**src/hw/rtl/rmq_pkg.sv**
```systemverilog
package rmq_pkg;

   localparam int FRAC_BITS = 14;
   localparam int ONE       = 1 << FRAC_BITS;

   // radicand, root and numerator magnitude widths
   localparam int RAD_W    = 17;
   localparam int S_W      = 17;
   localparam int SQ_STEPS = S_W;
   localparam int RADX_W   = 2 * SQ_STEPS;
   localparam int REM_W    = S_W + 2;
   localparam int MAG_W    = 17;
   localparam int DIV_W    = MAG_W + FRAC_BITS;
   localparam int Q_W      = 16;
   localparam int T_W      = 32;

   localparam int QUEUE_DEPTH = 4;
   localparam int QPTR_W      = $clog2(QUEUE_DEPTH);

   typedef enum logic [1:0] {
      BR_TRACE = 2'd0,
      BR_COL0  = 2'd1,
      BR_COL1  = 2'd2,
      BR_COL2  = 2'd3
   } br_type;

   // one classified transform; the three divided numerators in x,y,z,w order
   typedef struct packed {
      br_type                       br;
      logic [RAD_W-1:0]             rad;
      logic [2:0]                   neg;
      logic [2:0][MAG_W-1:0]        mag;
      logic [2:0][T_W-1:0]          trans;
   } item_type;

   // clamp a magnitude to ONE and apply the sign
   function automatic logic signed [Q_W-1:0] sat_mag(input logic [DIV_W-1:0] m,
                                                    input logic neg);
      logic [Q_W-1:0] c;
      if (m > DIV_W'(ONE)) begin
         c = Q_W'(ONE);
      end else begin
         c = m[Q_W-1:0];
      end
      return neg ? -$signed(c) : $signed(c);
   endfunction

endpackage

```
**src/hw/rtl/rmq_sqrt.sv**
```systemverilog
module rmq_sqrt (
   input  logic                       clock,
   input  logic                       reset,
   input  logic                       en,
   input  logic                       in_valid,
   input  rmq_pkg::item_type          in_item,
   output logic                       out_valid,
   output rmq_pkg::item_type          out_item,
   output logic [rmq_pkg::S_W-1:0]    out_s
);
   import rmq_pkg::*;

   logic [SQ_STEPS-1:0] valid_ff, valid_in;
   item_type            item_ff [SQ_STEPS];
   item_type            item_in [SQ_STEPS];
   logic [REM_W-1:0]    rem_ff  [SQ_STEPS];
   logic [REM_W-1:0]    rem_in  [SQ_STEPS];
   logic [S_W-1:0]      root_ff [SQ_STEPS];
   logic [S_W-1:0]      root_in [SQ_STEPS];

   // one root bit per stage
   for (genvar k = 0; k < SQ_STEPS; k++) begin : g_step
      logic             pv;
      item_type         pit;
      logic [REM_W-1:0] prem;
      logic [S_W-1:0]   proot;
      logic [RADX_W-1:0] v;
      logic [REM_W+1:0] acc;
      logic [REM_W+1:0] trial;

      if (k == 0) begin : g_first
         assign pv    = in_valid;
         assign pit   = in_item;
         assign prem  = '0;
         assign proot = '0;
      end else begin : g_rest
         assign pv    = valid_ff[k-1];
         assign pit   = item_ff[k-1];
         assign prem  = rem_ff[k-1];
         assign proot = root_ff[k-1];
      end

      assign v     = {1'b0, pit.rad, (FRAC_BITS+2)'(0)};
      assign acc   = {prem, v[RADX_W-1-2*k -: 2]};
      assign trial = (REM_W+2)'({proot, 2'b01});

      always_comb begin
         valid_in[k] = pv;
         item_in[k]  = pit;
         if (acc >= trial) begin
            rem_in[k]  = REM_W'(acc - trial);
            root_in[k] = {proot[S_W-2:0], 1'b1};
         end else begin
            rem_in[k]  = acc[REM_W-1:0];
            root_in[k] = {proot[S_W-2:0], 1'b0};
         end
      end
   end

   // advance all stages together
   always_ff @(posedge clock) begin
      if (reset) begin
         valid_ff <= '0;
      end else if (en) begin
         valid_ff <= valid_in;
      end
   end

   always_ff @(posedge clock) begin
      if (en) begin
         item_ff <= item_in;
         rem_ff  <= rem_in;
         root_ff <= root_in;
      end
   end

   assign out_valid = valid_ff[SQ_STEPS-1];
   assign out_item  = item_ff[SQ_STEPS-1];
   assign out_s     = root_ff[SQ_STEPS-1];

endmodule

```
**config.mk**
```make
export PLATFORM = sky130hd
export DESIGN_NAME = rmq_sqrt
export DESIGN_NICKNAME = d
export VERILOG_FILES = /design/src/hw/rtl/rmq_pkg.sv /design/src/hw/rtl/rmq_sqrt.sv
export SDC_FILE = /design/constraint.sdc
export NUM_CORES = 2
export LEC_CHECK = 0
export ABC_CLOCK_PERIOD_IN_PS = 2800
export BUFFER_PORTS_ARGS = -buffer_cell sky130_fd_sc_hd__buf_2
export CAP_MARGIN = 20
export CORE_MARGIN = 1
export CORE_UTILIZATION = 55
export CTS_CLUSTER_DIAMETER = 40
export DETAILED_ROUTE_END_ITERATION = 8
export PLACE_DENSITY_LB_ADDON = 0.05
export SLEW_MARGIN = 20
export SYNTH_ARGS = -nofsm -noshare
export SYNTH_HDL_FRONTEND = slang
export SYNTH_SLANG_ARGS = --single-unit
```
**constraint.sdc**
```tcl
create_clock -name clock -period 2.8 [get_ports clock]
set_input_delay 0.42 -clock clock [delete_from_list [all_inputs] [get_ports clock]]
set_output_delay 0.42 -clock clock [all_outputs]
set_load 0.005 [all_outputs]
```
==> flow_metrics.env <==
export IMPL_status="finished clean"
export IMPL_max_stage_delay_ns=0.47
export IMPL_start_kind="register"
export IMPL_power_total_mw=118
export IMPL_cp_num_cells=7
export IMPL_max_slew_margin_pct=53.0
export IMPL_power_density_nw_per_um2=888
export IMPL_root_buffer="clkbuf_16"
export IMPL_ys_types=81
export IMPL_synth_edf_count=3273
export IMPL_wl_mm=142
export IMPL_clock_path_buffers=4
export IMPL_ys_flop_type="edfxtp_1"
export IMPL_first_global_vias=44110
export IMPL_worst_slew_pin_slew_ns=0.704
export IMPL_timing_rr_start="g_step[4].prem[4]"
export IMPL_worstSetupPathType="reg2reg"
export IMPL_fillCellCount=12630
export IMPL_peakVddDrop_mv=0.703
export IMPL_cts_inserted_buffers=427
export IMPL_finalSetupViolations=0
export IMPL_grt_pass1_wl_mm=226
export IMPL_routedWlPerCell_um=15.9
export IMPL_core_area_um2=197000
export IMPL_cp_top_family="simple AND/OR/NAND/NOR gates"
export IMPL_cp_arrival_ns=3.39
export IMPL_yosys_warnings=0
export IMPL_syn_avg_cell_area_um2=22.4
export IMPL_required_ns=3.49
export IMPL_r2r_cells=7
export IMPL_route_detailed_drc=0
export IMPL_htreeDepth=5
export IMPL_rr_endpoint="g_step[5].prem[17]"
export IMPL_via_per_inst=4.93
export IMPL_synth_fp_nets=5202
export IMPL_ys_seq_area_share_pct=90.3
export IMPL_holdPathStages=2
export IMPL_place_ws_ns=-0.0688
export IMPL_synth_cells=4869
export IMPL_die_height_um=448
export IMPL_synth_seq_cells=3290
export IMPL_drt_initial_drc_count=2722
export IMPL_vias=44101
export IMPL_num_io_pins=360
export IMPL_min_path_type="in2reg"
export IMPL_ant_nets=0
export IMPL_clock_sinks=3290
export IMPL_slowest_stage="edfxtp_1"
export IMPL_min_to="g_step[1].pit[158]"
export IMPL_skew_ns=0.0812
export IMPL_final_cell_mix="edfxtp_1 (3,273), clkbuf_16 (432), buf_2 (358)"
export IMPL_syn_to_final_growth_pct=21.2
export IMPL_rows=163
export IMPL_crit_buf_inv=0
export IMPL_nNetsFinal=6296
export IMPL_hpwlAfterDp_mm=81.2
export IMPL_final_common_cell="edfxtp_1"
export IMPL_drive_gt1_share_pct=20.9
export IMPL_clk_insertion_delay_late_ns=0.95
export IMPL_dieArea_um2=200000
export IMPL_hold_start="in_item[158]"
export IMPL_syn_area_um2=109000
export IMPL_first_pass_iters=5
export IMPL_grt_total_usage_pct=14.2
export IMPL_cts_tree="done"
export IMPL_hold_viol=0
export IMPL_design_area_um2=132000
export IMPL_setup_ws_ns=0.0992
export IMPL_antenna_found_initial=11
export IMPL_ys_async_sr_fraction_pct=0
export IMPL_io_buffers=359
export IMPL_routabilityCongestion=0.820
export IMPL_worstPathMaxFanout=10
export IMPL_fmax_mhz=370
export IMPL_cp_end_kind="register"
export IMPL_die_x_um=448
export IMPL_rsz0062_at_grt="no"
export IMPL_cp_cell_sequence="or3_4 -> or4_4 -> nor3_4 -> a21oi_2 -> o211ai_2 -> o2111ai_1 -> xnor2_1"
export IMPL_drv_cap=0
export IMPL_path_clk_slew_ns=0.06
export IMPL_grt_start_max_net_pins=136
export IMPL_p_leak_nw=47.3
export IMPL_r2r_slack_ns=0.1
export IMPL_slew_violations=0
export IMPL_gr_total_overflow=0
export IMPL_period_minus_slack_ns=2.70
export IMPL_min_period_over_period_pct=96.5
export IMPL_start_util_pct=55.4
export IMPL_place_area_um2=116000
## metal layers
| metal | up-vias | share of wire [%] | track usage, % |
|---|---|---|---|
| met4 | 0 | 3.0 | 6.35 |
| met3 | 342 | 4.7 | 3.55 |
| met5 | - | 0 | 0 |
| met1 | 21412 | 43 | 18.2 |
| met2 | 865 | 50 | 23.2 |
| li1 | 21482 | - | - |
## synthesized netlist by cell type, types with 24 or more instances
library cell / n / share of area, %
edfxtp_1: 3273 / 90
inv_1: 213 / 0.73
ha_1: 153 / 1.8
nor2_1: 132 / 0.45
nand2_1: 116 / 0.40
o21ai_0: 116 / 0.53
a21oi_1: 94 / 0.43
xnor2_1: 84 / 0.67
xor2_1: 79 / 0.63
nor3_1: 58 / 0.27
nand3_1: 51 / 0.23
mux2_2: 50 / 0.52
o21a_1: 38 / 0.26
nor4_1: 31 / 0.18
a21o_1: 27 / 0.19
or3_1: 25 / 0.14
mux2i_1: 24 / 0.22
nand2b_1: 24 / 0.14
## sequential cells by signal, summed over array words and instances, names as in the netlist
signal and count:
out_item 169, out_s 16, g_step.prem 264, g_step.proot 120, g_step.acc 16, valid_ff 17, g_step.pit 2688
## worst max-delay path by stage
stage | from | end | slack, ns
CTS | g_step[15].prem[0] | g_step[16].prem[16] | 0.005
floorplan | g_step[14].prem[0] | g_step[15].prem[10] | 0.15
global placement | g_step[14].prem[0] | g_step[15].prem[2] | -0.07
global route | g_step[15].prem[0] | g_step[16].prem[16] | 0.001
finish | g_step[4].prem[4] | g_step[5].prem[17] | 0.1
detailed placement | g_step[14].prem[0] | g_step[15].prem[12] | -0.07
## power breakdown
| group | total (mW) | internal, mW | switching (mW) |
|---|---|---|---|
| sequential | 59.1 | 58.0 | 1.08 |
| combinational | 4.58 | 1.93 | 2.65 |
| clock | 53.9 | 34.1 | 19.8 |
## layout make-up
class / instances / area [µm²] / area share [%]
flip-flops and latches: 3290 / 98600 / 74.5
clock buffers: 470 / 11000 / 8.27
multi-input cells: 1336 / 9720 / 7.34
repair buffers: 695 / 5400 / 4.08
clock inverters: 302 / 3560 / 2.69
well taps: 2640 / 3300 / 2.50
inverters: 213 / 800 / 0.604
diodes: 5 / 12.5 / 0.00945
## what timing repair did
action | in CTS | in global routing
pin swaps | 1 | 5
setup endpoints to repair | 16 | 82
endpoints found under the hold margin | 196 | 0
gates cloned | 0 | 0
buffers inserted | 0 | 2
resized for setup | 4 | 31
hold buffers | 173 | 0
## per-stage QoR
step,util (%),hold WS (ns),cells,setup TNS (ns)
2_1_floorplan,-,0.400,4869,0
3_3_place_gp,58.8,0.400,7999,-0.863
3_5_place_dp,58.8,0.405,7999,-0.834
4_1_cts,67.1,0.0659,8944,0
5_1_grt,67.1,0.0992,8949,0
6_report,67.1,0.169,8951,0
## kinds of logic (layout without fill, tap and decap cells)
group                    count (synthesis)  in the layout  share of synthesized area [%]
AO/OA/AOI/OAI                          392            392                           2.31
XOR/XNOR                               163            163                           1.31
adder cells (fa/ha/maj)                160            160                           1.88
buffers and inverters                  243           1680                          0.871
flip-flops                            3290           3290                           90.3
multiplexers                            74             74                          0.736
other                                    1              6                        0.00343
AND/OR/NAND/NOR                        546            546                           2.55
No activity file was read; power rests on OpenSTA's default activity.
