<file path="src/hw/rtl/rmq_pkg.sv">
package rmq_pkg;

   localparam int FRAC_BITS = 14;
   localparam int ONE       = 1 << FRAC_BITS;

   // radicand, root and numerator magnitude widths
   localparam int RAD_W    = 17;
   localparam int S_W      = 17;
   localparam int SQ_STEPS = S_W;
   localparam int RADX_W   = 2 * SQ_STEPS;
   localparam int REM_W    = S_W + 2;
   localparam int MAG_W    = 17;
   localparam int DIV_W    = MAG_W + FRAC_BITS;
   localparam int Q_W      = 16;
   localparam int T_W      = 32;

   localparam int QUEUE_DEPTH = 4;
   localparam int QPTR_W      = $clog2(QUEUE_DEPTH);

   typedef enum logic [1:0] {
      BR_TRACE = 2'd0,
      BR_COL0  = 2'd1,
      BR_COL1  = 2'd2,
      BR_COL2  = 2'd3
   } br_type;

   // one classified transform; the three divided numerators in x,y,z,w order
   typedef struct packed {
      br_type                       br;
      logic [RAD_W-1:0]             rad;
      logic [2:0]                   neg;
      logic [2:0][MAG_W-1:0]        mag;
      logic [2:0][T_W-1:0]          trans;
   } item_type;

   // clamp a magnitude to ONE and apply the sign
   function automatic logic signed [Q_W-1:0] sat_mag(input logic [DIV_W-1:0] m,
                                                    input logic neg);
      logic [Q_W-1:0] c;
      if (m > DIV_W'(ONE)) begin
         c = Q_W'(ONE);
      end else begin
         c = m[Q_W-1:0];
      end
      return neg ? -$signed(c) : $signed(c);
   endfunction

endpackage

</file>
<file path="src/hw/rtl/rmq_front.sv">
module rmq_front (
   input  logic                       clock,
   input  logic                       reset,
   input  logic                       csr_wen,
   input  logic [15:0]                csr_wdata,
   input  logic [239:0]               word,
   output rmq_pkg::item_type          item
);
   import rmq_pkg::*;

   logic [15:0] thr_ff;
   logic signed [15:0] r [9];
   logic signed [18:0] t, d0, d1, d2, rsel;
   logic signed [16:0] n_a, n_b, n_c, n_d, n_e, n_f;
   logic signed [16:0] n [3];
   br_type br;

   // hold the trace threshold
   always_ff @(posedge clock) begin
      if (reset) begin
         thr_ff <= '0;
      end else if (csr_wen) begin
         thr_ff <= csr_wdata;
      end
   end

   always_comb begin
      for (int i = 0; i < 9; i++) begin
         r[i] = $signed(word[16*i +: 16]);
      end
   end

   // radicands of the four formulas
   assign t  = 19'(ONE) + 19'(r[0]) + 19'(r[4]) + 19'(r[8]);
   assign d0 = 19'(ONE) + 19'(r[0]) - 19'(r[4]) - 19'(r[8]);
   assign d1 = 19'(ONE) + 19'(r[4]) - 19'(r[0]) - 19'(r[8]);
   assign d2 = 19'(ONE) + 19'(r[8]) - 19'(r[0]) - 19'(r[4]);

   // numerator terms
   assign n_a = 17'(r[7]) - 17'(r[5]);
   assign n_b = 17'(r[2]) - 17'(r[6]);
   assign n_c = 17'(r[3]) - 17'(r[1]);
   assign n_d = 17'(r[1]) + 17'(r[3]);
   assign n_e = 17'(r[2]) + 17'(r[6]);
   assign n_f = 17'(r[5]) + 17'(r[7]);

   // pick the formula
   always_comb begin
      if (t > $signed({3'b000, thr_ff})) begin
         br = BR_TRACE;
      end else if (r[0] > r[4] && r[0] > r[8]) begin
         br = BR_COL0;
      end else if (r[4] > r[8]) begin
         br = BR_COL1;
      end else begin
         br = BR_COL2;
      end
   end

   always_comb begin
      case (br)
         BR_TRACE: begin rsel = t;  n[0] = n_a; n[1] = n_b; n[2] = n_c; end
         BR_COL0:  begin rsel = d0; n[0] = n_d; n[1] = n_e; n[2] = n_a; end
         BR_COL1:  begin rsel = d1; n[0] = n_d; n[1] = n_f; n[2] = n_b; end
         BR_COL2:  begin rsel = d2; n[0] = n_e; n[1] = n_f; n[2] = n_c; end
         default:  begin rsel = t;  n[0] = n_a; n[1] = n_b; n[2] = n_c; end
      endcase
   end

   // pack the classified word; a negative radicand counts as zero
   always_comb begin
      item.br  = br;
      item.rad = (rsel > 19'sd0) ? rsel[RAD_W-1:0] : '0;
      for (int j = 0; j < 3; j++) begin
         item.neg[j] = n[j][16];
         item.mag[j] = n[j][16] ? MAG_W'(-n[j]) : MAG_W'(n[j]);
         item.trans[j] = word[144 + 32*j +: 32];
      end
   end

endmodule

</file>
<file path="config.mk">
export PLATFORM = sky130hd
export DESIGN_NAME = rmq_front
export DESIGN_NICKNAME = d
export VERILOG_FILES = /design/src/hw/rtl/rmq_pkg.sv /design/src/hw/rtl/rmq_front.sv
export SDC_FILE = /design/constraint.sdc
export NUM_CORES = 1
export LEC_CHECK = 0
export BUFFER_PORTS_ARGS = -buffer_cell sky130_fd_sc_hd__buf_2
export CORE_ASPECT_RATIO = 0.9
export CORE_MARGIN = 5
export CORE_UTILIZATION = 50
export CTS_BUF_LIST = sky130_fd_sc_hd__clkbuf_8
export DETAILED_ROUTE_END_ITERATION = 10
export PLACE_DENSITY = 0.77
export SLEW_MARGIN = 10
export SYNTH_ARGS = -nofsm -noshare
export SYNTH_HDL_FRONTEND = slang
export SYNTH_SLANG_ARGS = --single-unit
</file>
<file path="constraint.sdc">
create_clock -name clock -period 8.9 [get_ports clock]
set_input_delay 0.445 -clock clock [delete_from_list [all_inputs] [get_ports clock]]
set_output_delay 0.445 -clock clock [all_outputs]
set_load 0.1 [all_outputs]
</file>
==> summary.md, run 1 <==
| Metric | Value |
|---|---|
| Max FFs per register | `16` |
| Antenna violations before repair | `3` |
| Status | `finished, final reports clean` |
| Register bit total from synthesis | `16` |
| Post-Synthesis Cells | `roughly 2,000` |
| RSZ-0062 raised after global routing | `no` |
| Max Clk Rate | `126 MHz` |
| First-pass GRT wire length | `76,900 µm` |
| Fin util | `0.531` |
| HPWL Detailed | `42,400 µm` |
| Post-CTS sizing | `0` |
| Num CTS Buffers | `3` |
| Seq/Total Area, Yosys | `0.0206` |
| Initial DRC count | `1,376` |
| Max Cap Viol | `0` |
| CP max-delay cell | `or2_2` |
| Class of the worst hold path | `input pin to register` |
| Layout cells sized above 1 | `0.151` |
| Grt total ovfl | `0` |
| CP max stage delay | `720 ps` |
| Type of element capturing the critical path | `primary output` |
| Die extent in y | `between 150 and 200 µm` |
| Core box area | `30,800 µm²` |
| ANT nets after route | `0` |
| Max IR drop VDD | `670 µV` |
| Die Span X | `about 200 µm` |
| Number of enable flip-flop cells after synthesis | `0` |
| H-Tree Depth | `1` |
| Pwr/cell area | `between 300 and 400 nW/µm²` |
| Maximum clock path buffer count | `2` |
| Setup Buffers After CTS | `0` |
| Port-buffer cells | `235` |
| Slew headroom | `0.188` |
| Pre-Repair DR Iteration Count | `6` |
| Synth top area share | `0.248` |
| # rows | `61` |
| Pin count of the biggest net entering global routing | `52` |
| Tmin final | `7940 ps` |
| Final Hold Vio Count | `0` |
| Worst path required time | `8460 ps` |
| Tot GR Track Use | `0.269` |
| Worst-Margin Slew | `1220 ps` |
| Fillcell total | `2,854` |
| Clock tree from TritonCTS | `done` |
| Die Area | `34,700 µm²` |
| Clock sinks | `16` |
| Fin Clk Skew | `0 ps` |
| Fin Setup TNS | `0 ps` |
| Synth-to-Final Area Change | `5.16%` |
| Starting Density | `0.505` |
| CP max FO | `29` |
| CTS Root Cell | `clkbuf_8` |
| CP startpoint kind | `input pin` |
| GPL Wtd Cong | `about 1.0` |
| Cell Area, Synth | `15,500 µm²` |
| Top FF cell, synth | `dfxtp_1` |
| # setup viols final | `0` |
| Largest Register | `thr_ff` |
| Fin crit share | `0.893` |
| Syn nets | `approximately 2,700` |
| Drt via density | `5.96` |
| Syn avg cell area | `just under 8 µm²` |
| Max-slew violations | `0` |
| CTS clock-pin slew for the worst setup and hold paths | `roughly 60 ps` |
| Distinct cells, synth | `100` |
| IO Pins | `428` |
| Via count | `15,000` |
| Largest cells by area after synthesis | `ha_1 25%, fa_1 9.7%, xnor2_1 6.4%` |
| Post-synth ARST share | `0` |
| Power, Total | `5.29 mW` |
| Crit path kind | `input pin to primary output` |
| Ys Warns | `0` |
| WP data arrival | `7500 ps` |
| Overall routed net length | `49,100 µm` |
| DRC | `0` |
| WL/cell | `19.6 µm` |
| P_leak | `8.01 nW` |
| Vias in the first global route | `14,800` |
| Post-cts hold buffer count | `0` |
| Synth area leader | `ha_1` |
| Nets | `2,744` |
| Largest registers | `thr_ff (16)` |
| Skew-Pair Late Insertion Delay | `250 ps` |
cells by family (layout without fill, tap and decap cells):
| group | after synthesis | count (layout) | share of synthesized area |
|---|---|---|---|
| buffers and inverters | 374 | 462 | 0.119 |
| DFF | 16 | 16 | 0.0206 |
| muxes | 43 | 43 | 0.0284 |
| AOI/OAI and AO/OA | 531 | 531 | 0.233 |
| and+or+nand+nor | 503 | 503 | 0.162 |
| adders and majority gates | 383 | 383 | 0.345 |
| other | 0 | 3 | 0 |
| xor gates and xnor gates | 163 | 163 | 0.0919 |
per-layer routing:
| layer | routed length [µm] | global-route usage | share of wire | vias to the layer above |
|---|---|---|---|---|
| li1 | - | - | - | 7086 |
| met1 | 20900 | 0.361 | 0.43 | 7054 |
| met2 | 22300 | 0.450 | 0.45 | 726 |
| met3 | 4220 | 0.0381 | 0.086 | 115 |
| met4 | 1680 | 0.0809 | 0.034 | 0 |
| met5 | 0 | 0 | 0 | - |
worst paths after layout:
kind / slack (ps) / cells past startpoint / start / endpoint
worst max-delay path: 960 / 26 / word[1] / item[128]
worst min-delay path: 430 / 3 / csr_wdata[8] / thr_ff[8]$_SDFFE_PP0P_
worst max register to register: 8240 / 2 / thr_ff[13]$_SDFFE_PP0P_ / thr_ff[13]$_SDFFE_PP0P_
worst min register to register: 500 / 2 / thr_ff[1]$_SDFFE_PP0P_ / thr_ff[1]$_SDFFE_PP0P_
critical path: cells and delay by family:
family	cells	cell delay (ps)
simple gates	9	2300
compound gates	7	1830
fa+ha+maj	4	1510
buf+inv	4	1100
xor+xnor	2	290
cell usage in the layout, fill, tap and decap left out, drive strengths merged, types with 9 or more instances in the layout:
cell / synthesis / routed
o21ai: 97 / 97
nand3: 27 / 27
a211oi: 24 / 24
a21oi: 154 / 154
and3: 16 / 16
a22oi: 16 / 16
xor2: 49 / 49
fa: 75 / 75
o21bai: 21 / 21
nand2: 106 / 106
nor4: 11 / 11
nand4: 15 / 15
dfxtp: 16 / 16
nor3b: 9 / 9
nand2b: 33 / 33
or2: 9 / 9
buf: 130 / 246
mux2i: 37 / 37
inv: 211 / 211
or3: 9 / 9
o31ai: 10 / 10
nor3: 45 / 45
nor2b: 29 / 29
a31oi: 26 / 26
nor2: 163 / 163
o211ai: 19 / 19
o21a: 18 / 18
a21o: 31 / 31
a2111oi: 12 / 12
a221oi: 12 / 12
ha: 308 / 308
xnor2: 114 / 114
o22ai: 14 / 14
report_power, final:
group | internal (mW) | switching, mW | total (mW)
combinational | 1.13 | 4.02 | 5.15
sequential | 0.0760 | 0.00340 | 0.0794
clock | 0.0392 | 0.0236 | 0.0629
total | 1.25 | 4.04 | 5.29
through the flow:
stage	cells	area, µm²	hold WS (ps)	worst slack, ps
final	2513	16300	432	956
after global routing	2513	16300	452	681
after CTS	2510	16300	430	1200
after detailed placement	2506	16300	488	1250
after global placement	2506	16300	480	1470
after floorplan	2013	15500	460	140
cell usage after synthesis, types with 6 or more instances:
| master | instances |
|---|---|
| a22oi_1 | 10 |
| dfxtp_1 | 16 |
| mux2i_1 | 36 |
| a31oi_1 | 25 |
| mux2_2 | 6 |
| xor2_1 | 49 |
| nand4_1 | 13 |
| a311oi_1 | 6 |
| fa_1 | 75 |
| nor3_1 | 43 |
| o41ai_1 | 6 |
| or3_1 | 9 |
| a211o_1 | 7 |
| ha_1 | 308 |
| xnor2_1 | 114 |
| a21o_1 | 31 |
| inv_1 | 210 |
| o21a_1 | 18 |
| nor4_1 | 11 |
| or2_2 | 7 |
| and3_1 | 14 |
| a221oi_1 | 12 |
| o22ai_1 | 12 |
| nand2b_1 | 33 |
| nor3b_1 | 9 |
| and4_1 | 7 |
| buf_4 | 103 |
| buf_1 | 7 |
| nand2_1 | 105 |
| and2_1 | 6 |
| o21bai_1 | 21 |
| buf_2 | 15 |
| nor2_1 | 160 |
| o21ai_0 | 84 |
| nor2b_1 | 29 |
| o21ai_1 | 9 |
| clkbuf_1 | 32 |
| o211ai_1 | 17 |
| a211oi_1 | 22 |
| nand3_1 | 27 |
| o31ai_1 | 8 |
| a2111oi_0 | 12 |
| a21oi_1 | 150 |
final cells by class:
| class | count | area [µm²] | area share |
|---|---|---|---|
| diodes | 3 | 7.51 | 0.000460 |
| clock buffers | 4 | 55.1 | 0.00337 |
| inverters | 212 | 796 | 0.0487 |
| multi-input cells | 1623 | 13400 | 0.819 |
| flip-flops and latches | 16 | 320 | 0.0196 |
| well taps | 409 | 512 | 0.0313 |
| repair buffers | 246 | 1260 | 0.0771 |
(Power assumes the default switching activity.)
==> run 2: changes to the inputs <==
RECOVER_POWER = 100   (was unset)
SKIP_CTS_REPAIR_TIMING = 1   (was unset)
==> summary.md, run 2 (synthesized netlist as in run 1, its figures left out) <==
| Metric | Value |
|---|---|
| # rows | `61 (unchanged)` |
| DRC | `0 (unchanged)` |
| Pre-CTS WS | `1250 ps (unchanged)` |
| Overall routed net length | `49,300 µm (+0.35%)` |
| HPWL Detailed | `42,400 µm (unchanged)` |
| Starting Density | `0.505 (unchanged)` |
| Pin count of the biggest net entering global routing | `52 (unchanged)` |
| Fillcell total | `2,879 (+0.88%)` |
| WP buf/inv | `5 (+1)` |
| Fin Clk Skew | `0 ps (unchanged)` |
| Tmin final | `8340 ps (+397 ps)` |
| Class of the worst hold path | `input pin to register` |
| Drt via density | `5.98 (+0.25%)` |
| Die Area | `34,700 µm² (unchanged)` |
| Maximum clock path buffer count | `2 (unchanged)` |
| Worst-Margin Slew | `1270 ps (+48.8 ps)` |
| Final setup margin | `559 ps (-397 ps)` |
| Max IR drop VDD | `669 µV (about the same)` |
| P_leak | `7.88 nW (-1.6%)` |
| Type of element capturing the critical path | `primary output` |
| Clock sinks | `16 (unchanged)` |
| Tot GR Track Use | `0.269 (unchanged)` |
| Max Cap Viol | `0 (unchanged)` |
| Final Hold Vio Count | `0 (unchanged)` |
| First-pass GRT wire length | `76,900 µm (unchanged)` |
| Fin util | `0.529 (-0.00207)` |
| Power, Total | `5.24 mW (-0.92%)` |
| Core box area | `30,800 µm² (unchanged)` |
| Fin Setup TNS | `0 ps (unchanged)` |
| Slew headroom | `0.159 (-0.0289)` |
| Fin crit share | `0.937 (+0.0446)` |
| Max-slew violations | `0 (unchanged)` |
| Most common cell after layout, fill and taps aside | `ha_1` |
| Worst path required time | `8460 ps (about the same)` |
| IO Pins | `428 (unchanged)` |
| Initial DRC count | `1,434 (+4.2%)` |
| CP delay by family, top | `compound AO/OA/AOI/OAI gates` |
| CP max stage delay | `940 ps (+220 ps)` |
| CTS clock-pin slew for the worst setup and hold paths | `60 ps (about the same)` |
| Crit path kind | `input pin to primary output` |
| Pwr/cell area | `322 nW/µm² (-0.53%)` |
| Die extent in y | `177 µm (unchanged)` |
| Skew-Pair Late Insertion Delay | `250 ps (about the same)` |
| CTS Root Cell | `clkbuf_8` |
| Vias in the first global route | `14,800 (unchanged)` |
| Layout cells sized above 1 | `0.129 (-0.0219)` |
| CP max-delay cell | `clkbuf_1` |
| Antenna violations before repair | `3 (unchanged)` |
| Nets | `2,744 (unchanged)` |
| CP startpoint kind | `input pin` |
| Clock tree from TritonCTS | `done` |
| GPL Wtd Cong | `1.04 (unchanged)` |
| Largest Register | `thr_ff` |
| Port-buffer cells | `235 (unchanged)` |
| Grt total ovfl | `0 (unchanged)` |
| Largest registers | `thr_ff (16)` |
| WL/cell | `19.6 µm (+0.35%)` |
| Die Span X | `196 µm (unchanged)` |
| Via count | `15,000 (+0.25%)` |
| Pre-Repair DR Iteration Count | `6 (unchanged)` |
| Synth-to-Final Area Change | `4.75%` |
| Max Clk Rate | `120 MHz (-4.8%)` |
| Status | `finished, final reports clean` |
| Max FFs per register | `16 (unchanged)` |
| Num CTS Buffers | `3 (unchanged)` |
| RSZ-0062 raised after global routing | `no` |
| ANT nets after route | `0 (unchanged)` |
| # setup viols final | `0 (unchanged)` |
| Most frequent cells in the layout | `308 x ha_1, 210 x inv_1, 179 x buf_2, 161 x nor2_1, 148 x a21oi_1` |
| CP max FO | `29 (unchanged)` |
| H-Tree Depth | `1 (unchanged)` |
| WP data arrival | `7900 ps (+400 ps)` |
## run 2: worst paths after layout
kind,start,to,slack [ps],cells after the start
setup / recovery,word[1],item[165],560,27
hold reg to reg,thr_ff[1]$_SDFFE_PP0P_,thr_ff[1]$_SDFFE_PP0P_,500,2
setup reg to reg,thr_ff[13]$_SDFFE_PP0P_,thr_ff[13]$_SDFFE_PP0P_,8230,2
hold / removal,csr_wdata[8],thr_ff[8]$_SDFFE_PP0P_,430,3
## run 2: layer usage
metal	vias up	wire length, µm	track usage
met3	118	4200	0.0381
li1	7094	-	-
met2	757	22400	0.450
met5	-	0	0
met4	0	1710	0.0809
met1	7049	21000	0.361
## run 2: metrics by stage
| stage | instance area (µm²) | cells | hold slack (ps) |
|---|---|---|---|
| 6_report | 16300 | 2513 | 433 |
| 5_1_grt | 16300 | 2513 | 453 |
| 4_1_cts | 16300 | 2510 | 430 |
| 3_5_place_dp | 16300 | 2506 | 488 |
| 3_3_place_gp | 16300 | 2506 | 480 |
| 2_1_floorplan | 15500 | 2013 | 460 |
## run 2: cell type report
cell class / instances / area, µm² / share of cell area
Sequential cell: 16 / 320 / 0.0197
Timing Repair Buffer: 246 / 1200 / 0.0740
Tap cell: 409 / 512 / 0.0315
Inverter: 212 / 796 / 0.0489
Antenna cell: 3 / 7.51 / 0.000462
Multi-Input combinational cell: 1623 / 13400 / 0.822
Clock buffer: 4 / 55.1 / 0.00338
## run 2: worst reg2reg max path, cell delays in order, from the launching register on
cell and delay, ps:
dfxtp_1 410, mux2i_1 100, nor2_1 110
## run 2: where the power goes
part	internal (mW)	total, mW	switching (mW)
Combinational	1.08	5.10	4.02
Sequential	0.0760	0.0794	0.00338
Clock	0.0392	0.0628	0.0236
