[src/hw/rtl/rmq_pkg.sv]
package rmq_pkg;

   localparam int FRAC_BITS = 14;
   localparam int ONE       = 1 << FRAC_BITS;

   // radicand, root and numerator magnitude widths
   localparam int RAD_W    = 17;
   localparam int S_W      = 17;
   localparam int SQ_STEPS = S_W;
   localparam int RADX_W   = 2 * SQ_STEPS;
   localparam int REM_W    = S_W + 2;
   localparam int MAG_W    = 17;
   localparam int DIV_W    = MAG_W + FRAC_BITS;
   localparam int Q_W      = 16;
   localparam int T_W      = 32;

   localparam int QUEUE_DEPTH = 4;
   localparam int QPTR_W      = $clog2(QUEUE_DEPTH);

   typedef enum logic [1:0] {
      BR_TRACE = 2'd0,
      BR_COL0  = 2'd1,
      BR_COL1  = 2'd2,
      BR_COL2  = 2'd3
   } br_type;

   // one classified transform; the three divided numerators in x,y,z,w order
   typedef struct packed {
      br_type                       br;
      logic [RAD_W-1:0]             rad;
      logic [2:0]                   neg;
      logic [2:0][MAG_W-1:0]        mag;
      logic [2:0][T_W-1:0]          trans;
   } item_type;

   // clamp a magnitude to ONE and apply the sign
   function automatic logic signed [Q_W-1:0] sat_mag(input logic [DIV_W-1:0] m,
                                                    input logic neg);
      logic [Q_W-1:0] c;
      if (m > DIV_W'(ONE)) begin
         c = Q_W'(ONE);
      end else begin
         c = m[Q_W-1:0];
      end
      return neg ? -$signed(c) : $signed(c);
   endfunction

endpackage

[src/hw/rtl/rmq_queue.sv]
module rmq_queue (
   input  logic                clock,
   input  logic                reset,
   input  logic                push,
   input  rmq_pkg::item_type   push_item,
   input  logic                pop,
   output rmq_pkg::item_type   head,
   output logic                full,
   output logic                empty
);
   import rmq_pkg::*;

   item_type             mem_ff [QUEUE_DEPTH];
   logic [QPTR_W-1:0]    wr_ff, rd_ff;
   logic [QPTR_W:0]      count_ff;

   assign full  = (count_ff == (QPTR_W+1)'(QUEUE_DEPTH));
   assign empty = (count_ff == '0);
   assign head  = mem_ff[rd_ff];

   // store a word
   always_ff @(posedge clock) begin
      if (push) begin
         mem_ff[wr_ff] <= push_item;
      end
   end

   // advance pointers and count
   always_ff @(posedge clock) begin
      if (reset) begin
         wr_ff    <= '0;
         rd_ff    <= '0;
         count_ff <= '0;
      end else begin
         if (push) wr_ff <= wr_ff + 1'b1;
         if (pop)  rd_ff <= rd_ff + 1'b1;
         if (push && !pop) begin
            count_ff <= count_ff + 1'b1;
         end else if (pop && !push) begin
            count_ff <= count_ff - 1'b1;
         end
      end
   end

   a_count_max: assert property (@(posedge clock) disable iff (reset)
      count_ff <= (QPTR_W+1)'(QUEUE_DEPTH)) else $error("queue overfilled");
   a_pop_nonempty: assert property (@(posedge clock) disable iff (reset)
      pop |-> count_ff != '0) else $error("pop from empty queue");
   a_push_grows: assert property (@(posedge clock) disable iff (reset)
      push && !pop |=> count_ff == $past(count_ff) + 1'b1) else $error("count lost a push");

endmodule

[config.mk]
export PLATFORM = sky130hd
export DESIGN_NAME = rmq_queue
export DESIGN_NICKNAME = d
export VERILOG_FILES = /design/src/hw/rtl/rmq_pkg.sv /design/src/hw/rtl/rmq_queue.sv
export SDC_FILE = /design/constraint.sdc
export NUM_CORES = 1
export LEC_CHECK = 0
export BUFFER_PORTS_ARGS = -buffer_cell sky130_fd_sc_hd__buf_2
export CAP_MARGIN = 40
export CORE_MARGIN = 10
export CORE_UTILIZATION = 50
export DETAILED_ROUTE_END_ITERATION = 10
export PLACE_DENSITY = 0.7
export SLEW_MARGIN = 20
export SYNTH_ARGS = -nofsm -noshare
export SYNTH_HDL_FRONTEND = slang
export SYNTH_SLANG_ARGS = --single-unit
[constraint.sdc]
create_clock -name clock -period 8.45 [get_ports clock]
set_input_delay 1.2675 -clock clock [delete_from_list [all_inputs] [get_ports clock]]
set_output_delay 1.2675 -clock clock [all_outputs]
set_load 0.01 [all_outputs]
==> run_results.csv, run 1 <==
group,metric,value,unit
run_status,status,"finished, final reports clean",
power,ir_drop,0.1960,mV
route,maxUsedRoutingLayer,"met5",
synth,synth_nets,1106,
worst_setup_path,cp-start-kind,"flop",
synth,synth_top_area_share,81.84,%
sta,rsz0062_at_grt,"false",
sta,finalClockSkew,0.01545,ns
hold_path,whs_path_depth,2,
die,ios,344,
route,drt_iter0_drc,769,
synth,ys_seq_elements,685,
worst_setup_path,crit_path_max_fanout,91,
placement,place.gp.congestion,0.7315,
worst_setup_path,required,7.18,ns
power,p_leak,9.856,nW
synth,synth_mux_area_share,15.42,%
power,combPwrFrac,9.5,%
synth,synthSimpleGateAreaFrac,0.2976,%
placement,post-dp-hpwl,30590,um
final_layout,final_common_cell,"edfxtp_1",
power,p_seq_share,53.2,%
placement,post_dp_cell_area,27410,um^2
clocking,clk_latency,0.58,ns
worst_setup_path,crit_arrival,3.03,ns
route,ant_nets,0,
global_route,antenna_found_initial,13,
die,rows,81,
placement,port_buffers,343,
synth,syn_inst,927,
synth,synth_compound_area_share,0.04035,%
clocking,postCtsHoldBufs,0,
clocking,clkTransAtPathRegs,0.06,ns
route,drtPass1Iterations,5,
power,swShare,21.39,%
worst_setup_path,path_cells,"buf_12 -> mux4_2 -> buf_2",
hold_path,hold_class,"flop to flop",
global_route,grt_pass1_vias,11721,
synth,avgSynthCellArea,26.76,um^2
sta,period_needed,4.302,ns
final_layout,mostFrequentLayoutCells,"edfxtp_1 (676), buf_2 (343), mux4_2 (169)",
sta,timing.slew.headroom,28.16,%
route,drc_errors,0,
worst_setup_path,worst_setup_path_end_kind,"primary output",
worst_setup_path,cpPeakStageDelay,0.81,ns
power,p_clk_share,37.3,%
power,power_density,251.9,nW/um^2
worst_setup_path,crit_type,"flop to primary output",
final_layout,seq_area,20490,um^2
run,drv_cap,0,
sta,finalSetupViolations,0,
final_layout,postLayoutCellArea,29500,um^2
worst_setup_path,r2r_cells,5,
clocking,cts_sinks,685,
route,wl_per_cell,23.99,um
final_layout,fillCellCount,3402,
synth,post_synth_fa_ha_maj_area_fraction,0.3329,%
clocking,cts_resized,0,
synth,yosysTopAreaCell,"edfxtp_1",
sta,finalMaxSlewViolations,0,
hold_path,hold_end,"count_ff[2]$_SDFFE_PP0P_",
worst_setup_path,reg2reg_from,"wr_ff[0]$_SDFFE_PP0P_",
route,via_count,11097,
die,die-area,58920,um^2
sta,hold-worst-slack,0.5025,ns
clocking,cts_tree,"built",
synth,synth_area_leaders,"edfxtp_1 (82%), mux4_2 (15%), dfxtp_1 (0.73%)",
sta,fin_crit_sh,50.91,%
route,vias_per_cell,5.440,
global_route,grt_max_degree,148,
clocking,htree_levels,3,
final_layout,syn2layout_area_growth,18.92,%
route,routed-wl-met2,23930,um
clocking,root_buffer,"clkbuf_16",
hold_path,min_from,"count_ff[2]$_SDFFE_PP0P_",
global_route,grt_overflow_total,0,
final_layout,multiInputGateArea,4046,um^2
global_route,grt_usage,16.65,%
synth,ys.warnings.count,0,
route,wl_met1,19720,um
synth,synth_xor_area_share,0.1765,%
power,switchingPower,0.001590,W
die,initial_core_util,50.67,%
route,routed_wirelength,48950,um
route,wl_met3,4141,um
clocking,cts_buffers,69,
synth,synth_top_family_by_area,"multiplexers",
sta,worstMarginPinSlew,1.078,ns
final_layout,drive_above_1_share,45.66,%
clocking,post_cts_buffers,0,
final_layout,nets,1502,
sta,fmax,232.5,MHz
worst_setup_path,r2r_slack,5.99,ns
synth,synth_seq_area_share,82.56,%
die,die_x,242.7,um
clocking,clk_path_buf_depth,3,
global_route,grt_pass1_wl,74590,um
sta,fin_setup_tns,0,ns
synth,synthDistinctLibCells,20,
power,p_int,0.005842,W
worst_setup_path,worstReg2RegEnd,"mem_ff[0][107]$_DFFE_PP_",
die,core_area,48950,um^2
die,die_h,242.7,um
sta,finalHoldViolations,0,
worst_setup_path,critPathSlowestCell,"dfxtp_4",
power,total_power,0.007431,W
synth,netlist_area,24810,um^2
==> layout make-up <==
class | count | share of cell area (%)
Multi-Input combinational cell | 199 | 13.72
Tap cell | 664 | 2.817
Antenna cell | 5 | 0.04242
Clock inverter | 38 | 0.9459
Inverter | 4 | 0.05090
Clock buffer | 81 | 6.006
Timing Repair Buffer | 364 | 6.965
Sequential cell | 685 | 69.45
==> sequential cells by signal (all words and copies together) (netlist names), named ones only <==
register and count:
mem_ff 676, count_ff 3, rd_ff 2, wr_ff 2
==> cells in the mapped netlist (all sizes together) <==
| master | number |
|---|---|
| a21oi | 1 |
| and2 | 4 |
| buf | 32 |
| clkbuf | 7 |
| dfxtp | 9 |
| edfxtp | 676 |
| fa | 1 |
| ha | 5 |
| inv | 4 |
| mux2i | 2 |
| mux4 | 169 |
| nand2 | 1 |
| nor2 | 7 |
| nor3 | 1 |
| nor3b | 1 |
| o21ai | 1 |
| or3 | 1 |
| xnor2 | 2 |
| xor2 | 3 |
==> power by group through the flow <==
stage	combinational [W]	clock (W)	sequential [W]
2_1_floorplan	0.000423	0	0.00403
3_3_place_gp	0.000707	0	0.00402
3_5_place_dp	0.000729	0	0.00403
4_1_cts	0.000732	0.00285	0.00396
5_1_grt	0.000768	0.00300	0.00397
6_report	0.000709	0.00277	0.00395
==> stage by stage <==
stage                     cells  utilization [%]  setup WS [ns]
final                      2040            60.26          4.148
after global routing       2037            60.24          3.881
after CTS                  2034            60.19          3.999
after detailed placement   1915            56.00          4.625
after global placement     1906            55.57          4.552
after floorplan             927                -          2.787
==> worst max-delay path: cells and delay by family, from the launching register on <==
family                 cells  cell delay, ns
DFF                        1            0.81
buffers and inverters      2            0.70
muxes                      1            0.65
==> cell families after synthesis <==
| group | after synthesis |
|---|---|
| flops | 685 |
| mux | 171 |
| buf+inv | 43 |
| simple gates | 15 |
| fa+ha+maj | 6 |
| xor+xnor | 5 |
| compound gates | 2 |
==> how the worst max path moves through the flow <==
stage               start                endpoint  slack (ns)
floorplan            push  mem_ff[0][0]$_DFFE_PP_        2.79
global placement     flop                head[90]        4.55
detailed placement   flop                head[86]        4.62
CTS                  flop                head[90]        4.00
global route         flop                head[86]        3.88
finish               flop               head[131]        4.15
==> per-layer routing <==
layer  track usage (%)  vias to the layer above
met2             25.90                      353
li1                  -                     4823
met4             5.495                       20
met3             5.930                       77
met1             21.65                     5824
met5                 0                        -
No activity file was read; power rests on OpenSTA's default activity.
==> run 2: changes to the inputs <==
==> constraint.sdc (replaced) <==
create_clock -name clock -period 4.5 [get_ports clock]
set_input_delay 0.675 -clock clock [delete_from_list [all_inputs] [get_ports clock]]
set_output_delay 0.675 -clock clock [all_outputs]
set_load 0.01 [all_outputs]
==> run 2 against run 1 <==
  * Register-to-register slack got worse by 3.6 ns
  * Sequential cell count unchanged
  * Via count barely moved
  * Clock power grew 100%
  * Utilization grew 0.48 points
  * Sequential share of layout area down 0.55 points
  * Total power rose by 93%
  * Worst hold slack worse by 0.20 ns
  * Die area is the same
  * Clock-buffer cell count grew 3
  * Sequential power grew 88%
  * Final area is 0.80% higher
==> run_results.csv, run 2 (synthesis gave the netlist of run 1 again) <==
group,metric,value,unit
run_status,status,"finished, final reports clean",
clocking,post_cts_buffers,0,
placement,dp.cells,1921,
clocking,cts_tree,"built",
clocking,postCtsHoldBufs,0,
global_route,antenna_found_initial,11,
worst_setup_path,cp-start-kind,"flop",
route,routed_wirelength,49710,um
final_layout,fillCellCount,3379,
worst_setup_path,worst_setup_path_end_kind,"primary output",
route,drtPass1Iterations,5,
sta,worstMarginPinSlew,0.8221,ns
placement,place_ws,1.714,ns
sta,finalSetupViolations,0,
sta,fin_crit_sh,72.70,%
global_route,grt_usage,16.81,%
route,via_count,11090,
worst_setup_path,required,3.83,ns
sta,timing.final.ws_setup,1.229,ns
power,p_int,0.01131,W
sta,finalClockSkew,0.01327,ns
final_layout,final_common_cell,"edfxtp_1",
hold_path,hold_class,"primary input to flop",
clocking,clk_path_buf_depth,3,
global_route,grt_overflow_total,0,
placement,port_buffers,343,
route,drc_errors,0,
power,p_clk_share,39.0,%
power,switchingPower,0.003048,W
die,rows,81,
power,ir_drop,0.3742,mV
final_layout,drive_above_1_share,46.74,%
die,core_area,48950,um^2
sta,finalMaxSlewViolations,0,
power,total_power,0.01436,W
final_layout,regMostFlops,"mem_ff",
sta,fmax,305.7,MHz
die,die_x,242.7,um
clocking,cts_buffers,69,
clocking,clkTransAtPathRegs,0.06,ns
clocking,cts_sinks,685,
final_layout,syn2layout_area_growth,19.87,%
placement,place.gp.congestion,0.7295,
sta,period_needed,3.271,ns
die,die_h,242.7,um
global_route,grt_pass1_vias,12044,
power,p_leak,9.980,nW
power,power_density,482.8,nW/um^2
final_layout,instances_no_fill,2050,
final_layout,mostFrequentLayoutCells,"edfxtp_1 (676), buf_2 (343), mux4_2 (169)",
sta,finalHoldViolations,0,
die,initial_core_util,50.67,%
final_layout,largest_reg_flops,676,
clocking,htree_levels,3,
final_layout,multiInputGateArea,4046,um^2
die,ios,344,
worst_setup_path,crit_type,"flop to primary output",
worst_setup_path,crit_arrival,2.60,ns
route,ant_nets,0,
clocking,clk_latency,0.58,ns
clocking,cts_resized,0,
final_layout,seq_area,20490,um^2
global_route,grt_max_degree,89,
clocking,root_buffer,"clkbuf_16",
power,p_seq_share,51.7,%
sta,timing.slew.headroom,45.20,%
run,drv_cap,0,
route,drt_iter0_drc,731,
final_layout,top_regs,"mem_ff: 676 flops, count_ff: 3 flops",
power,combPwrFrac,9.3,%
worst_setup_path,crit_path_max_fanout,33,
global_route,grt_pass1_wl,75040,um
route,vias_per_cell,5.410,
route,wl_per_cell,24.25,um
die,die-area,58920,um^2
power,swShare,21.23,%
sta,rsz0062_at_grt,"false",
sta,fin_setup_tns,0,ns
placement,post-dp-hpwl,31020,um
final_layout,nets,1508,
[run 2: cell count changes in the layout (fill, tap and decap cells not counted), moves of 2 or more]
cell        delta
clkinv_1       -7
clkinv_2       +6
buf_4          +5
clkbuf_16      +4
buf_12         +3
bufinv_16      +3
clkinvlp_4     +3
inv_6          -3
buf_16         -2
clkbuf_1       -2
[run 2: power groups by stage]
stage          Combinational (W)  Clock, W  Sequential, W
5_1_grt                  0.00145   0.00600        0.00744
2_1_floorplan           0.000795         0        0.00753
3_3_place_gp             0.00136         0        0.00754
4_1_cts                  0.00138   0.00576        0.00742
6_report                 0.00134   0.00560        0.00742
3_5_place_dp             0.00137         0        0.00756
[run 2: worst paths after layout]
path                             from                        to  slack (ns)  depth (start not counted)
max                              flop                  head[19]        1.23                          3
min                     push_item[32]   mem_ff[1][32]$_DFFE_PP_        0.30                          1
max reg2reg     wr_ff[0]$_SDFFE_PP0P_   mem_ff[2][51]$_DFFE_PP_        2.44                          4
min reg2reg  count_ff[2]$_SDFFE_PP0P_  count_ff[2]$_SDFFE_PP0P_        0.53                          2
[run 2: routing by layer]
metal  track usage [%]  share of wire [%]  vias up
met5                 0               0.22        -
met4             5.385                1.9       16
met3             5.436                8.0       81
met2             26.66                 49      360
met1             21.83                 41     5799
li1                  -                  -     4834
[run 2: metrics by stage]
step | cell area (um^2) | utilization (%) | hold WS (ns)
floorplan | 24810 | - | 0.4663
global route | 29730 | 60.74 | 0.2832
CTS | 29700 | 60.67 | 0.2543
detailed placement | 27450 | 56.07 | 0.5068
finish | 29730 | 60.74 | 0.3015
global placement | 27420 | 56.02 | 0.4882
[run 2: area by class of cell]
| class | instances | share of cell area [%] |
|---|---|---|
| tap | 664 | 2.794 |
| sequential | 685 | 68.90 |
| clock buffer | 84 | 6.316 |
| clock inverter | 40 | 1.241 |
| antenna | 4 | 0.03366 |
| inverter | 4 | 0.05050 |
| multi-input combinational | 199 | 13.61 |
| timing repair buffer | 370 | 7.053 |
[run 2: critical path, stage by stage (launching register included)]
cell and delay, ns:
dfxtp_4 0.79, buf_4 0.46, mux4_2 0.58, buf_2 0.16
==> run 3: changes to the inputs <==
--- a/config.mk
+++ b/config.mk
@@ -10,7 +10,7 @@
 export CORE_MARGIN = 10
 export CORE_UTILIZATION = 50
 export DETAILED_ROUTE_END_ITERATION = 10
-export PLACE_DENSITY = 0.7
+export PLACE_DENSITY = 0.73
 export SLEW_MARGIN = 20
 export SYNTH_ARGS = -nofsm -noshare
 export SYNTH_HDL_FRONTEND = slang
==> constraint.sdc (replaced) <==
create_clock -name clock -period 3 [get_ports clock]
set_input_delay 0.45 -clock clock [delete_from_list [all_inputs] [get_ports clock]]
set_output_delay 0.45 -clock clock [all_outputs]
set_load 0.01 [all_outputs]
==> run 3 against run 2 <==
  * Non-clock buffer count unchanged
  * Via count up 0.78%
  * Clock skew up 0.0031 ns
  * Final area about the same
  * Combinational power up 54%
  * Clock-buffer cell count up 4
  * Wire length up 0.52%
  * Critical path depth up 1
  * Cell count up 0.34%
  * Critical endpoint is now head[146]
  * Largest power group unchanged
  * Highest routed layer unchanged
==> run_results.csv, run 3 (synthesis gave the netlist of run 1 again) <==
group,metric,value,unit
final_layout,mostFrequentLayoutCells,"edfxtp_1 (676), buf_2 (343), mux4_2 (169)",
clocking,postCtsHoldBufs,0,
hold_path,whs_path_depth,1,
power,p_leak,9.976,nW
final_layout,nets,1511,
die,initial_core_util,50.67,%
power,ir_drop,0.5887,mV
clocking,cts_sinks,685,
final_layout,syn2layout_area_growth,19.94,%
global_route,grt_pass1_vias,11792,
worst_setup_path,worst_setup_path_end_kind,"primary output",
final_layout,regMostFlops,"mem_ff",
sta,period_needed,2.692,ns
hold_path,min_from,"push_item[41]",
clocking,clkTransAtPathRegs,0.06,ns
clocking,root_buffer,"clkbuf_16",
worst_setup_path,crit_path_max_fanout,17,
route,drtPass1Iterations,5,
clocking,post_cts_buffers,0,
clocking,cts_tree,"built",
sta,fmax,371.4,MHz
global_route,grt_max_degree,76,
global_route,grt_overflow_total,0,
sta,fin_crit_sh,89.75,%
clocking,cts_resized,0,
global_route,grt_usage,17.12,%
route,ant_nets,0,
final_layout,drive_above_1_share,46.50,%
route,drc_errors,0,
worst_setup_path,r2r_cells,4,
hold_path,hold_end,"mem_ff[2][41]$_DFFE_PP_",
worst_setup_path,r2r_slack,1.25,ns
final_layout,final_common_cell,"edfxtp_1",
power,switchingPower,0.004652,W
power,p_seq_share,52.0,%
die,core_area,48950,um^2
power,combPwrFrac,9.7,%
die,die_h,242.7,um
final_layout,largest_reg_flops,676,
worst_setup_path,worstReg2RegEnd,"mem_ff[2][140]$_DFFE_PP_",
placement,port_buffers,343,
sta,finalClockSkew,0.01633,ns
sta,worstMarginPinSlew,0.7317,ns
placement,place.gp.congestion,0.7075,
final_layout,top_regs,"mem_ff: 676 flops, count_ff: 3 flops",
global_route,grt_pass1_wl,76360,um
clocking,clk_latency,0.59,ns
power,p_clk_share,38.3,%
power,p_int,0.01671,W
worst_setup_path,required,2.55,ns
clocking,htree_levels,3,
sta,finalSetupViolations,0,
power,power_density,718.2,nW/um^2
power,swShare,21.77,%
clocking,clk_path_buf_depth,3,
worst_setup_path,crit_type,"flop to primary output",
run,drv_cap,0,
die,rows,81,
placement,place_ws,0.8909,ns
worst_setup_path,cp-start-kind,"flop",
hold_path,hold_class,"primary input to flop",
sta,finalMaxSlewViolations,0,
sta,finalHoldViolations,0,
route,drt_iter0_drc,831,
worst_setup_path,crit_arrival,2.24,ns
die,die_x,242.7,um
placement,post_dp_cell_area,27540,um^2
sta,rsz0062_at_grt,"false",
worst_setup_path,reg2reg_from,"wr_ff[0]$_SDFFE_PP0P_",
sta,timing.final.ws_setup,0.3075,ns
die,ios,344,
final_layout,fillCellCount,3413,
placement,post-dp-hpwl,30540,um
clocking,cts_buffers,72,
route,routed_wirelength,49960,um
placement,dp.cells,1922,
route,via_count,11176,
final_layout,instances_no_fill,2057,
global_route,antenna_found_initial,11,
run_status,status,"finished, final reports clean",
route,vias_per_cell,5.433,
die,die-area,58920,um^2
sta,fin_setup_tns,0,ns
final_layout,postLayoutCellArea,29750,um^2
sta,timing.slew.headroom,51.22,%
route,wl_per_cell,24.29,um
power,total_power,0.02137,W
[run 3: cell count changes in the layout (fill, tap and decap cells not counted), sizes merged]
cell,before,now
bufinv,7,2
clkbuf,84,88
clkinv,29,33
diode,4,8
clkinvlp,4,1
inv,4,7
[run 3: how the worst max path moves through the flow]
stage,from,to,slack [ns],depth (start not counted)
after floorplan,wr_ff[0]$_SDFFE_PP0P_,mem_ff[2][0]$_DFFE_PP_,0.82,3
after global placement,flop,head[149],0.90,4
after detailed placement,flop,head[146],0.89,4
after CTS,flop,head[149],0.23,4
after global routing,flop,head[149],0.17,4
final,flop,head[146],0.31,4
[run 3: power groups by stage]
| stage | clock [W] | combinational, W | sequential, W |
|---|---|---|---|
| floorplan | 0 | 0.00119 | 0.0113 |
| global placement | 0 | 0.00209 | 0.0113 |
| detailed placement | 0 | 0.00212 | 0.0113 |
| CTS | 0.00839 | 0.00213 | 0.0111 |
| global route | 0.00878 | 0.00224 | 0.0111 |
| finish | 0.00819 | 0.00207 | 0.0111 |
[run 3: critical path, cell delays in order (launching register included)]
cell and delay, ns:
dfxtp_4 0.47, buf_12 0.22, buf_12 0.21, mux4_2 0.56, buf_2 0.17
[run 3: routing by layer]
layer	up-vias	global-route usage [%]	routed length, um
met2	381	27.21	24890
met3	86	6.238	4519
met5	-	0	96
li1	4855	-	-
met1	5836	22.17	19480
met4	18	4.319	980
[run 3: area by class of cell]
class | count | area, um^2 | area share, %
diodes | 8 | 20.02 | 0.06729
inverters | 4 | 15.01 | 0.05047
clock buffers | 88 | 1946 | 6.540
clock inverters | 39 | 249.0 | 0.8369
flip-flops and latches | 685 | 20490 | 68.86
repair buffers | 370 | 2157 | 7.250
well taps | 664 | 830.8 | 2.793
multi-input cells | 199 | 4046 | 13.60
[run 3: stage by stage]
stage          hold WS [ns]  utilization (%)
5_1_grt             0.03368            60.74
2_1_floorplan        0.4663                -
4_1_cts             0.02171            60.74
3_3_place_gp         0.4776            56.25
6_report            0.06773            60.78
3_5_place_dp         0.5123            56.25
